==> config.mk <==
export PLATFORM = sky130hd
export DESIGN_NAME = table_driven_fsm_engine_core
export DESIGN_NICKNAME = d
export VERILOG_FILES = /design/src/hw/rtl/fsme_pkg.sv /design/src/hw/rtl/fsme_ram.sv /design/src/hw/rtl/fsme_seq.sv /design/src/hw/rtl/table_driven_fsm_engine_core.sv
export SDC_FILE = /design/constraint.sdc
export NUM_CORES = 2
export LEC_CHECK = 0
export BUFFER_PORTS_ARGS = -buffer_cell sky130_fd_sc_hd__buf_2
export CORE_MARGIN = 2
export CORE_UTILIZATION = 59
export CTS_BUF_LIST = sky130_fd_sc_hd__clkbuf_4 sky130_fd_sc_hd__clkbuf_8
export CTS_CLUSTER_DIAMETER = 50
export CTS_CLUSTER_SIZE = 16
export DETAILED_ROUTE_END_ITERATION = 10
export PLACE_DENSITY = 0.75
export SYNTH_ARGS = -nofsm -noshare
export SYNTH_HDL_FRONTEND = slang
export SYNTH_SLANG_ARGS = --single-unit
==> constraint.sdc <==
create_clock -name clk -period 5.4 [get_ports clk]
set_clock_uncertainty 0.15 [all_clocks]
set_input_delay 0.54 -clock clk [delete_from_list [all_inputs] [get_ports clk]]
set_output_delay 0.54 -clock clk [all_outputs]
set_load 0.01 [all_outputs]
==> src/hw/rtl/fsme_pkg.sv <==
// shared types, codes and defaults of the table-driven state machine engine
`timescale 1ns / 1ps

package fsme_pkg;

	// fixed field widths on the ports
	localparam int FUNC_BITS   = 2;
	localparam int FIELD_BITS  = 8;
	localparam int STATUS_BITS = 2;

	// configuration port geometry
	localparam int APB_ADDR_BITS = 3;
	localparam int APB_DATA_BITS = 32;

	// register index taken from paddr[2]
	localparam logic REG_INITIAL_STATE = 1'b0;

	// parameter defaults
	localparam int DEF_STATE_BITS      = 8;
	localparam int DEF_SIGNAL_BITS     = 8;
	localparam int DEF_REGULAR_ENTRIES = 64;
	localparam int DEF_ERROR_ENTRIES   = 16;

	// command codes
	localparam logic [FUNC_BITS-1:0] FN_ADD_REG = 2'd0;
	localparam logic [FUNC_BITS-1:0] FN_ADD_ERR = 2'd1;
	localparam logic [FUNC_BITS-1:0] FN_DELIVER = 2'd2;

	typedef enum logic [STATUS_BITS-1:0] {
		ST_OK      = 2'd0,
		ST_NOMATCH = 2'd1,
		ST_FULL    = 2'd2
	} status_t;

	typedef enum logic [2:0] {
		S_IDLE = 3'b001,
		S_ERR  = 3'b010,
		S_REG  = 3'b100
	} seq_state_t;

	// configuration write toward the sequencer
	typedef struct packed {
		logic                  load;
		logic [FIELD_BITS-1:0] value;
	} cfg_load_t;

	// sequencer status toward the top level
	typedef struct packed {
		logic busy;
		logic reg_full;
		logic err_full;
	} seq_stat_t;

endpackage

==> src/hw/rtl/fsme_ram.sv <==
// simple dual-port synchronous ram, one write and one registered read port
`timescale 1ns / 1ps

module fsme_ram #(
	parameter int WIDTH = 24,
	parameter int DEPTH = 64
) (
	input  logic                                   clk,
	input  logic                                   we,
	input  logic [((DEPTH > 1) ? $clog2(DEPTH) : 1)-1:0] waddr,
	input  logic [WIDTH-1:0]                       wdata,
	input  logic                                   re,
	input  logic [((DEPTH > 1) ? $clog2(DEPTH) : 1)-1:0] raddr,
	output logic [WIDTH-1:0]                       rdata
);

	logic [WIDTH-1:0] mem [DEPTH];

	always_ff @(posedge clk) begin
		if (we) begin
			mem[waddr] <= wdata;
		end
	end

	always_ff @(posedge clk) begin
		if (re) begin
			rdata <= mem[raddr];
		end
	end

endmodule

==> src/hw/rtl/fsme_seq.sv <==
// command sequencer: table appends, error and regular table scans, result strobe
`timescale 1ns / 1ps

module fsme_seq #(
	parameter int STATE_BITS      = fsme_pkg::DEF_STATE_BITS,
	parameter int SIGNAL_BITS     = fsme_pkg::DEF_SIGNAL_BITS,
	parameter int REGULAR_ENTRIES = fsme_pkg::DEF_REGULAR_ENTRIES,
	parameter int ERROR_ENTRIES   = fsme_pkg::DEF_ERROR_ENTRIES
) (
	input  logic                                clk,
	input  logic                                arst_n,
	input  logic                                start,
	input  logic [fsme_pkg::FUNC_BITS-1:0]      func,
	input  logic [fsme_pkg::FIELD_BITS-1:0]     from_state,
	input  logic [fsme_pkg::FIELD_BITS-1:0]     signal,
	input  logic [fsme_pkg::FIELD_BITS-1:0]     to_state,
	input  fsme_pkg::cfg_load_t                 cfg,
	output logic                                done,
	output logic [fsme_pkg::STATUS_BITS-1:0]    status,
	output logic [fsme_pkg::FIELD_BITS-1:0]     state_now,
	output fsme_pkg::seq_stat_t                 stat
);

	localparam int RAW  = (REGULAR_ENTRIES > 1) ? $clog2(REGULAR_ENTRIES) : 1;
	localparam int EAW  = (ERROR_ENTRIES > 1) ? $clog2(ERROR_ENTRIES) : 1;
	localparam int RCW  = $clog2(REGULAR_ENTRIES + 1);
	localparam int ECW  = $clog2(ERROR_ENTRIES + 1);
	localparam int RW   = 2 * STATE_BITS + SIGNAL_BITS;
	localparam int EW   = STATE_BITS + SIGNAL_BITS;

	fsme_pkg::seq_state_t fsm_q;
	fsme_pkg::status_t    status_q;
	logic                 done_q;
	logic                 pend_q;
	logic [STATE_BITS-1:0]  cur_q;
	logic [SIGNAL_BITS-1:0] sig_q;
	logic [RCW-1:0]       ridx_q;
	logic [ECW-1:0]       eidx_q;
	logic [RCW-1:0]       reg_cnt_q;
	logic [ECW-1:0]       err_cnt_q;

	logic                   accept;
	logic [STATE_BITS-1:0]  from_m;
	logic [SIGNAL_BITS-1:0] sig_m;
	logic [STATE_BITS-1:0]  to_m;
	logic                   reg_full;
	logic                   err_full;
	logic                   reg_we;
	logic                   err_we;
	logic                   reg_re;
	logic                   err_re;
	logic [RW-1:0]          reg_rd;
	logic [EW-1:0]          err_rd;
	logic                   reg_hit;
	logic                   err_hit;

	assign accept   = start && (fsm_q == fsme_pkg::S_IDLE);
	assign from_m   = STATE_BITS'(from_state);
	assign sig_m    = SIGNAL_BITS'(signal);
	assign to_m     = STATE_BITS'(to_state);
	assign reg_full = (reg_cnt_q == RCW'(REGULAR_ENTRIES));
	assign err_full = (err_cnt_q == ECW'(ERROR_ENTRIES));

	assign reg_we = accept && (func == fsme_pkg::FN_ADD_REG) && !reg_full;
	assign err_we = accept && (func == fsme_pkg::FN_ADD_ERR) && !err_full;

	// compare the entry read in the previous cycle
	assign err_hit = pend_q && (fsm_q == fsme_pkg::S_ERR) &&
		(err_rd[EW-1 -: SIGNAL_BITS] == sig_q);
	assign reg_hit = pend_q && (fsm_q == fsme_pkg::S_REG) &&
		(reg_rd[RW-1 -: STATE_BITS] == cur_q) &&
		(reg_rd[EW-1 -: SIGNAL_BITS] == sig_q);

	assign err_re = (fsm_q == fsme_pkg::S_ERR) && !err_hit && (eidx_q < err_cnt_q);
	assign reg_re = (fsm_q == fsme_pkg::S_REG) && !reg_hit && (ridx_q < reg_cnt_q);

	fsme_ram #(.WIDTH(RW), .DEPTH(REGULAR_ENTRIES)) u_reg_ram (
		.clk   (clk),
		.we    (reg_we),
		.waddr (reg_cnt_q[RAW-1:0]),
		.wdata ({from_m, sig_m, to_m}),
		.re    (reg_re),
		.raddr (ridx_q[RAW-1:0]),
		.rdata (reg_rd)
	);

	fsme_ram #(.WIDTH(EW), .DEPTH(ERROR_ENTRIES)) u_err_ram (
		.clk   (clk),
		.we    (err_we),
		.waddr (err_cnt_q[EAW-1:0]),
		.wdata ({sig_m, to_m}),
		.re    (err_re),
		.raddr (eidx_q[EAW-1:0]),
		.rdata (err_rd)
	);

	always_ff @(posedge clk or negedge arst_n) begin
		if (!arst_n) begin
			fsm_q     <= fsme_pkg::S_IDLE;
			status_q  <= fsme_pkg::ST_OK;
			done_q    <= 1'b0;
			pend_q    <= 1'b0;
			cur_q     <= '0;
			ridx_q    <= '0;
			eidx_q    <= '0;
			reg_cnt_q <= '0;
			err_cnt_q <= '0;
		end else begin
			done_q <= 1'b0;
			if (cfg.load) begin
				cur_q <= STATE_BITS'(cfg.value);
			end
			unique case (fsm_q)
				fsme_pkg::S_IDLE: begin
					if (accept) begin
						unique case (func)
							fsme_pkg::FN_ADD_REG: begin
								done_q <= 1'b1;
								if (reg_full) begin
									status_q <= fsme_pkg::ST_FULL;
								end else begin
									status_q  <= fsme_pkg::ST_OK;
									reg_cnt_q <= reg_cnt_q + 1'b1;
								end
							end
							fsme_pkg::FN_ADD_ERR: begin
								done_q <= 1'b1;
								if (err_full) begin
									status_q <= fsme_pkg::ST_FULL;
								end else begin
									status_q  <= fsme_pkg::ST_OK;
									err_cnt_q <= err_cnt_q + 1'b1;
								end
							end
							fsme_pkg::FN_DELIVER: begin
								eidx_q <= '0;
								pend_q <= 1'b0;
								fsm_q  <= fsme_pkg::S_ERR;
							end
							default: begin
								// unused code: plain ok beat
								done_q   <= 1'b1;
								status_q <= fsme_pkg::ST_OK;
							end
						endcase
					end
				end
				fsme_pkg::S_ERR: begin
					if (err_hit) begin
						cur_q    <= err_rd[STATE_BITS-1:0];
						done_q   <= 1'b1;
						status_q <= fsme_pkg::ST_OK;
						pend_q   <= 1'b0;
						fsm_q    <= fsme_pkg::S_IDLE;
					end else if (err_re) begin
						eidx_q <= eidx_q + 1'b1;
						pend_q <= 1'b1;
					end else begin
						ridx_q <= '0;
						pend_q <= 1'b0;
						fsm_q  <= fsme_pkg::S_REG;
					end
				end
				fsme_pkg::S_REG: begin
					if (reg_hit) begin
						cur_q    <= reg_rd[STATE_BITS-1:0];
						done_q   <= 1'b1;
						status_q <= fsme_pkg::ST_OK;
						pend_q   <= 1'b0;
						fsm_q    <= fsme_pkg::S_IDLE;
					end else if (reg_re) begin
						ridx_q <= ridx_q + 1'b1;
						pend_q <= 1'b1;
					end else begin
						done_q   <= 1'b1;
						status_q <= fsme_pkg::ST_NOMATCH;
						pend_q   <= 1'b0;
						fsm_q    <= fsme_pkg::S_IDLE;
					end
				end
				default: begin
					fsm_q <= fsme_pkg::S_IDLE;
				end
			endcase
		end
	end

	always_ff @(posedge clk) begin
		if (accept && (func == fsme_pkg::FN_DELIVER)) begin
			sig_q <= sig_m;
		end
	end

	assign done      = done_q;
	assign status    = status_q;
	assign state_now = fsme_pkg::FIELD_BITS'(cur_q);

	assign stat.busy     = (fsm_q != fsme_pkg::S_IDLE);
	assign stat.reg_full = reg_full;
	assign stat.err_full = err_full;

endmodule

==> src/hw/rtl/table_driven_fsm_engine_core.sv <==
// top level of the table-driven state machine engine: apb register and sequencer
`timescale 1ns / 1ps

// channel   | signals                                   | beat taken when
// ----------+-------------------------------------------+-------------------------------
// command   | start, busy, func, from_state, signal,    | start high and busy low
//           | to_state                                  |
// result    | done, status, state_now                   | edge that ends the done cycle
// config    | psel, penable, pwrite, paddr, pwdata,     | psel, penable, pwrite, pready
//           | prdata, pready                            |
//
// an add or unused command gives its result beat in the cycle after it is taken,
// and busy stays low, so a new command can be taken in that same cycle
// a deliver scans the error table then the regular table, one ram read a cycle;
// its result beat comes at the first match, or once both tables are scanned without one;
// busy is high until the result beat
// reset clears both fill counts and loads state 0; the tables need no clearing
// the result side cannot stall: each result is shown for exactly one cycle

module table_driven_fsm_engine_core #(
	parameter int STATE_BITS      = fsme_pkg::DEF_STATE_BITS,
	parameter int SIGNAL_BITS     = fsme_pkg::DEF_SIGNAL_BITS,
	parameter int REGULAR_ENTRIES = fsme_pkg::DEF_REGULAR_ENTRIES,
	parameter int ERROR_ENTRIES   = fsme_pkg::DEF_ERROR_ENTRIES
) (
	input  logic                                  clk,
	input  logic                                  arst_n,
	// command channel
	input  logic                                  start,
	output logic                                  busy,
	input  logic [fsme_pkg::FUNC_BITS-1:0]        func,
	input  logic [fsme_pkg::FIELD_BITS-1:0]       from_state,
	input  logic [fsme_pkg::FIELD_BITS-1:0]       signal,
	input  logic [fsme_pkg::FIELD_BITS-1:0]       to_state,
	// result channel
	output logic                                  done,
	output logic [fsme_pkg::STATUS_BITS-1:0]      status,
	output logic [fsme_pkg::FIELD_BITS-1:0]       state_now,
	// configuration port
	input  logic                                  psel,
	input  logic                                  penable,
	input  logic                                  pwrite,
	input  logic [fsme_pkg::APB_ADDR_BITS-1:0]    paddr,
	input  logic [fsme_pkg::APB_DATA_BITS-1:0]    pwdata,
	output logic [fsme_pkg::APB_DATA_BITS-1:0]    prdata,
	output logic                                  pready
);

	logic [fsme_pkg::FIELD_BITS-1:0] init_q;
	logic                            cfg_wr;
	fsme_pkg::cfg_load_t             cfg;
	fsme_pkg::seq_stat_t             stat;

	assign pready = 1'b1;

	// write completes in the access cycle; paddr[2] picks the register
	assign cfg_wr = psel && penable && pwrite && pready &&
		(paddr[2] == fsme_pkg::REG_INITIAL_STATE);

	always_ff @(posedge clk or negedge arst_n) begin
		if (!arst_n) begin
			init_q <= '0;
		end else if (cfg_wr) begin
			init_q <= pwdata[fsme_pkg::FIELD_BITS-1:0];
		end
	end

	// writing initial_state also reloads the current state
	assign cfg.load  = cfg_wr;
	assign cfg.value = pwdata[fsme_pkg::FIELD_BITS-1:0];

	assign prdata = (paddr[2] == fsme_pkg::REG_INITIAL_STATE) ?
		fsme_pkg::APB_DATA_BITS'(init_q) : '0;

	fsme_seq #(
		.STATE_BITS      (STATE_BITS),
		.SIGNAL_BITS     (SIGNAL_BITS),
		.REGULAR_ENTRIES (REGULAR_ENTRIES),
		.ERROR_ENTRIES   (ERROR_ENTRIES)
	) u_seq (
		.clk        (clk),
		.arst_n     (arst_n),
		.start      (start),
		.func       (func),
		.from_state (from_state),
		.signal     (signal),
		.to_state   (to_state),
		.cfg        (cfg),
		.done       (done),
		.status     (status),
		.state_now  (state_now),
		.stat       (stat)
	);

	assign busy = stat.busy;

	// a scan always ends with its result beat
	a_scan_ends_in_beat: assert property (@(posedge clk) disable iff (!arst_n)
		$fell(busy) |-> done)
		else $error("scan ended without a result beat");

	// a full report only follows a command taken in the previous cycle
	a_full_after_add: assert property (@(posedge clk) disable iff (!arst_n)
		(done && (status == fsme_pkg::ST_FULL)) |-> $past(start && !busy))
		else $error("table full reported without a preceding add");

	// tables only grow until reset
	a_reg_full_sticky: assert property (@(posedge clk) disable iff (!arst_n)
		$past(stat.reg_full) |-> stat.reg_full)
		else $error("regular table fill count went down");

	a_err_full_sticky: assert property (@(posedge clk) disable iff (!arst_n)
		$past(stat.err_full) |-> stat.err_full)
		else $error("error table fill count went down");

endmodule

After elaboration in Yosys (flattened, before gate mapping)

Memory sizes are Yosys's and may differ from the RTL's. A register that Yosys moved wholly into a read port is not among the register bits.
Index checks and enable logic that the tools add are counted.

Register bits: 55
Bits in writable memories: 1792
Input port bits: 67
Output and inout bits: 45
Memories kept: 2

Memories:

| memory              | depth | width | read ports | clocked after memory_dff | wr ports | RTL line       | source |
|---|---|---|---|---|---|---|---|
| u_seq.u_reg_ram.mem | 64    | 24    | 1          | 1                        | 1        | fsme_ram.sv:17 | `logic [WIDTH-1:0] mem [DEPTH];` |
| u_seq.u_err_ram.mem | 16    | 16    | 1          | 1                        | 1        | fsme_ram.sv:17 |  |

Add/sub/neg operators: 4
$lt $le $gt $ge: 2
Equal/unequal tests: 22
Muxes and demuxes: 47
Bitwise logic cells: 3
Reduce and logical (&&, ||, !) cells: 33

Operators with widths:

| operator            | number |
|---|---|
| $mux 8              | 4 |
| $mux 7              | 4 |
| $eq 8x8->1          | 3 |
| $mux 5              | 4 |
| $logic_and 1x1->1   | 18 |
| $mux 3              | 6 |
| $pmux 8 s2          | 1 |
| $mux 1              | 15 |
| $reduce_and 5->1    | 3 |
| $add 7x1->7 const B | 2 |
| $pmux 7 s2          | 1 |
| $mux 2              | 6 |
| $pmux 2 s3          | 2 |
| $reduce_and 4->1    | 3 |
| $add 5x1->5 const B | 2 |
| $ne 2x2->1 const B  | 5 |
| $pmux 5 s2          | 1 |
| $pmux 3 s3          | 1 |
| $ne 2x1->1 const B  | 4 |
| $eq 7x7->1 const B  | 1 |
| $lt 7x7->1          | 1 |
| $ne 3x3->1 const B  | 2 |
| $pmux 1 s3          | 2 |
| $eq 5x5->1 const B  | 1 |
| other kinds (13)    | 19 |

Logic depth before layout (Yosys ltp)

Depth after elaboration: 10
Gate-level depth with buffers: 11

Cells and area by module

From an unflattened synthesis, not the netlist that was laid out.

Cells, all modules: 3362
Area total of the unflattened synthesis: 73046.3 sq um

By module, submodules not included:

| module                       | instances | cells each | area each (sq um) | sequential area each (sq um) |
|---|---|---|---|---|
| fsme_ram at u_seq.u_reg_ram  | 1         | 2610       | 59535.8           | 46844.9 |
| fsme_ram at u_seq.u_err_ram  | 1         | 432        | 10202.3           | 8167.8 |
| fsme_seq                     | 1         | 267        | 2725.1            | 1217.4 |
| table_driven_fsm_engine_core | 1         | 53         | 583.1             | 200.2 |

Worst setup path after synthesis

OpenSTA, ideal clock, no wires.

Path type: register -> register
Start: register u_seq.err_cnt_q[2]
End: register u_seq.ridx_q[0]
Data arrival time: 3480 ps
Required time: 5125 ps
Path slack: 1645 ps
Cell stages (with the launch flop): 11
Buffers on the path: 1
Cell sequence: dfrtp_1 > clkbuf_1 > inv_1 > ha_1 > o21a_1 > o31ai_1 > a21oi_1 > nor4_2 > a2111o_1 > nor2_1 > mux2_2

Cells in the longest elaborated chain, start to end: 4

RTL lines:

| what                              | RTL line        | source |
|---|---|---|
| start: declaration                | fsme_seq.sv:40  | `logic [ECW-1:0] err_cnt_q;` |
| start signal: assignment          | fsme_seq.sv:132 | `err_cnt_q <= err_cnt_q + 1'b1;` |
| $lt 5x5->1                        | fsme_seq.sv:74  | `assign err_re = (fsm_q == fsme_pkg::S_ERR) && !err_hit && (eidx_q < err_cnt_q);` |
| $logic_and 1x1->1                 | fsme_seq.sv:74  |  |
| named net u_seq.err_re            | fsme_seq.sv:51  | `logic err_re;` |
| $ne 2x2->1 (no source line)       | --              |  |
| $reduce_and 5->1 (no source line) | --              |  |
| end signal: assignment            | fsme_seq.sv:172 | `ridx_q <= ridx_q + 1'b1;` |
| end: declaration                  | fsme_seq.sv:37  | `logic [RCW-1:0] ridx_q;` |

The timed path passes the listed nets, and every way through them passes these cells.
A chain may end at the register's enable or synchronous reset.

Worst setup path after layout

Start: register u_seq.fsm_q[0]
End: memory u_seq.u_reg_ram.mem[57][13], enable pin

Cells in the longest elaborated chain, start to end: 6

RTL lines:

| what                           | RTL line        | source |
|---|---|---|
| start: declaration             | fsme_seq.sv:31  | `fsme_pkg::seq_state_t fsm_q;` |
| start signal: assignment       | fsme_seq.sv:99  | `fsm_q <= fsme_pkg::S_IDLE;` |
| start signal: assignment       | fsme_seq.sv:138 | `fsm_q <= fsme_pkg::S_ERR;` |
| start signal: assignment       | fsme_seq.sv:154 | `fsm_q <= fsme_pkg::S_IDLE;` |
| $eq 3x1->1                     | fsme_seq.sv:57  | `assign accept = start && (fsm_q == fsme_pkg::S_IDLE);` |
| $logic_and 1x1->1              | fsme_seq.sv:57  |  |
| $logic_and 1x1->1 (2 in a row) | fsme_seq.sv:64  | `assign reg_we = accept && (func == fsme_pkg::FN_ADD_REG) && !reg_full;` |
| $mux 1                         | fsme_ram.sv:20  | `if (we) begin` |
| $mux 1 (implied by the code)   | fsme_ram.sv:21  | `mem[waddr] <= wdata;` |
| end: declaration               | fsme_ram.sv:17  |  |

Every way passes these cells.

==> results_tabular.tex <==
\begin{tabular}{lr}
\hline
Metric & Value \\
\hline
\multicolumn{2}{l}{\textbf{Run status}} \\
Outcome & finished, final reports clean \\
\multicolumn{2}{l}{\textbf{Place}} \\
Cell area after placement & 75440 µm² \\
Final GP Congestion & 0.8608 \\
Half-perimeter wire length after placement & 88920 µm \\
IO Port Bufs & 60 \\
\multicolumn{2}{l}{\textbf{Pwr}} \\
Post-layout total power & 24.95 mW \\
Peak supply drop & 0.0002381 V \\
Leak Pwr & 23.41 nW \\
Pwr per Cell Area & 318.1 nW/µm² \\
\multicolumn{2}{l}{\textbf{Worst hold path}} \\
Hold crit path type & in2reg \\
\multicolumn{2}{l}{\textbf{Clock network}} \\
TritonCTS buffer count & 151 \\
Number of hold-repair buffers added at the cts stage & 14 \\
Clock-pin slew of the registers on the worst-case setup and hold paths & 100 ps \\
Deepest level of the CTS H-tree & 4 \\
Clock latency of the later-clocked register in the worst-skew pair & 870 ps \\
Post-CTS setup buffer count & 0 \\
TritonCTS clock tree & yes \\
Max Root-Sink Buffers & 3 \\
Clock sinks & between 1.5k and 2k \\
Clk root buf & sky130\_fd\_sc\_hd\_\_clkbuf\_8 \\
Number of resized instances in the post-cts repair step & 0 \\
\multicolumn{2}{l}{\textbf{Yosys}} \\
Post-Syn Instances & between 2k and 3k \\
Warnings from Yosys & 0 \\
Distinct cell type count of the synthesized netlist & 43 \\
Commonest register cell after synthesis & sky130\_fd\_sc\_hd\_\_edfxtp\_1 \\
Summed instance area of the synthesized netlist & $\sim$72000 µm² \\
EDFF count, synth & between 1.5k and 2k \\
Sequential fraction of the synthesis area & 77.96\% \\
Average cell area after synthesis & 24.22 µm² \\
Fraction of registers with async set or reset after synthesis & 2.491\% \\
Flops \& latches, synth & 1887 \\
\multicolumn{2}{l}{\textbf{Timing}} \\
Headroom to the max-slew limit & between 10\% and 20\% \\
RSZ-0062 raised after global routing & false \\
Hold slack final & 89.91 ps \\
Slew at the pin closest to its max-slew limit & 1280 ps \\
Final hold viol count & 0 \\
Total negative slack & 0 ps \\
Share of the clock period used by the worst path & around three quarters \\
Final-report max-slew violation count & 0 \\
Highest clock frequency the design can meet & between 200 and 250 MHz \\
Number of setup violations in the final report & 0 \\
Min Tclk post-route & approximately 4100 ps \\
\multicolumn{2}{l}{\textbf{Floorplan}} \\
Area of the core region & approximately 120000 µm² \\
Initial standard-cell utilization of the core & 59.47\% \\
Total die area & 125500 µm² \\
Count of boundary I/O pins & 112 \\
Total number of placement rows & approximately 130 \\
Vertical die dimension & 354.3 µm \\
Chip width & 354.3 µm \\
\multicolumn{2}{l}{\textbf{Critical path}} \\
Start-to-end type of the worst setup path & reg2reg \\
Highest net fanout along the worst path & 14 \\
Worst Setup Start Kind & flip-flop \\
Buf/Inv on CP & 1 \\
Capturing element type of the critical path & flip-flop \\
Largest stage delay on the critical path & 780 ps \\
Critical-path cell list & nor3b\_1 > nand2\_1 > or3\_1 > nor3b\_1 > nand2\_1 > nor2\_2 > buf\_4 \\
Register-to-register setup slack & 1290 ps \\
Kind of cell adding the most delay to the critical path & simple AND/OR/NAND/NOR gates \\
Slowest CP cell & sky130\_fd\_sc\_hd\_\_nor2\_2 \\
Arrival @ worst endpoint & 4500 ps \\
Required time of the critical path & 5790 ps \\
\multicolumn{2}{l}{\textbf{GRT}} \\
Total congestion overflow after global routing & 0 \\
Wire length of the first global-routing pass & 230100 µm \\
Largest net degree at the start of global routing & 149 \\
Number of global-route vias before repair & 33.13k \\
Total track usage & 25.72\% \\
Initial antenna violation count & 11 \\
\multicolumn{2}{l}{\textbf{Final layout}} \\
Post-synthesis to final-layout area growth & 8.387\% \\
Layout cell share with drive strength beyond 1 & 33.03\% \\
Final design instance area without fill & a little under 80000 µm² \\
Layout Nets & 3280 \\
Final-layout fill cell count & 7648 \\
\multicolumn{2}{l}{\textbf{Drt}} \\
DRC violation count after routing & 0 \\
DRT antenna net count & 0 \\
Average routed wire per standard cell & approximately 32 µm \\
First DRT Iteration DRCs & roughly 4.3k \\
Via total after detailed routing & around 33k \\
WL final & 158200 µm \\
DR vias/cell & 6.613 \\
Number of detailed-route iterations in the first pass & 6 \\
\multicolumn{2}{l}{\textbf{Run}} \\
\# Max-Cap Violations & 0 \\
\hline
\end{tabular}
==> report_power, final <==
group / internal, mW / switching, mW
clock: 3.13 / 4.52
sequential: 16.2 / 0.148
combinational: 0.303 / 0.645
total: 19.6 / 5.31
==> stage by stage <==
stage,instances,setup slack (ps),utilization (%)
after floorplan,3012,1645,-
after global placement,4653,1469,61.98
after CTS,4913,1298,64.44
after detailed placement,4653,1347,61.98
after global routing,4914,1060,64.45
final,4918,1292,64.45
==> layer usage <==
layer	up-vias	GRT usage (%)	wire length [µm]
met1	17431	36.95	60410
li1	13058	-	-
met3	247	5.219	15250
met5	-	0	39
met4	6	7.381	4392
met2	1783	41.09	78090
==> cell usage in the layout, fill, tap and decap left out, drive strengths merged, types with 8 or more instances in the layout <==
cell type | Yosys | layout
a21oi | 14 | 14
a221o | 8 | 8
buf | 85 | 186
clkbuf | 85 | 178
clkinv | 0 | 38
clkinvlp | 0 | 14
conb | 2 | 25
dfrtp | 46 | 46
dlygate4sd3 | 0 | 14
edfxtp | 1840 | 1840
ha | 18 | 18
inv | 17 | 28
mux4 | 584 | 584
nand2 | 68 | 68
nand3 | 16 | 16
nor2 | 95 | 95
nor2b | 9 | 9
nor3 | 10 | 10
o21ai | 10 | 10
xnor2 | 24 | 24
xor2 | 17 | 17
==> kinds of logic after synthesis <==
family                   Yosys count  synth area share, %
adder cells (fa/ha/maj)           18               0.3112
buffers and inverters            187                1.227
AND/OR/NAND/NOR                  220                1.328
flip-flops                      1887                77.96
AO/OA/AOI/OAI                     46               0.4304
other                              2              0.01038
XOR/XNOR                          41               0.4961
multiplexers                     588                18.23
==> state kept, by name (all words and copies together) (netlist names) <==
| name | cells |
|---|---|
| u_seq.done | 1 |
| u_seq.fsm_q | 3 |
| u_seq.sig_q | 8 |
| init_q | 8 |
| u_seq.state_now | 8 |
| u_seq.u_err_ram.rdata | 16 |
| u_seq.u_err_ram.mem | 256 |
| u_seq.u_reg_ram.rdata | 24 |
| u_seq.err_cnt_q | 5 |
| u_seq.u_reg_ram.mem | 1536 |
| u_seq.eidx_q | 5 |
| u_seq.pend_q | 1 |
| u_seq.reg_cnt_q | 7 |
| u_seq.ridx_q | 7 |
| u_seq.status | 2 |
==> Yosys cell counts, drive strengths merged, types with 2 or more instances <==
library cell  instances  area, µm²
a21o                  2      15.01
a21oi                14      70.07
a221o                 8      80.08
and2                  2      12.51
buf                  85      505.5
clkbuf               85      319.1
conb                  2      7.510
dfrtp                46       1151
edfxtp             1840      55250
ha                   18      225.2
inv                  17      63.81
mux2                  4      45.04
mux4                584      13150
nand2                68      255.2
nand3                16      80.08
nand4                 6      37.54
nor2                 95      356.6
nor2b                 9      56.30
nor3                 10      50.05
nor3b                 3      22.52
nor4                  4      31.28
o21ai                10      50.05
o31ai                 7      52.55
xnor2                24      210.2
xor2                 17      148.9
==> worst reg2reg max path, delay by kind of cell, from the launching register on <==
family,cells,cell delay [ps]
buffers and inverters,1,380
DFF,1,560
and+or+nand+nor,6,2680
==> final cells by class <==
type	instances	area (µm²)	share of cell area, %
tap	1625	2033	2.592
antenna	5	12.51	0.01595
sequential	1887	56450	71.96
clock buffer	178	2306	2.939
timing repair buffer	200	1687	2.150
multi-input combinational	938	15340	19.56
inverter	17	63.81	0.08134
clock inverter	68	553.0	0.7049
==> worst paths after layout <==
path,startpoint,end,cells past startpoint
max in group asynchronous,arst_n,u_seq.eidx_q[0],2
hold reg to reg,init_q[2],init_q[2],2
setup / recovery,u_seq.fsm_q[0],u_seq.u_reg_ram.mem[57][13],7
min in group asynchronous,arst_n,init_q[3],2
setup reg to reg,u_seq.fsm_q[0],u_seq.u_reg_ram.mem[57][13],7
hold / removal,pwrite,init_q[3],4
Note: power is estimated with default switching activity, not from simulation.
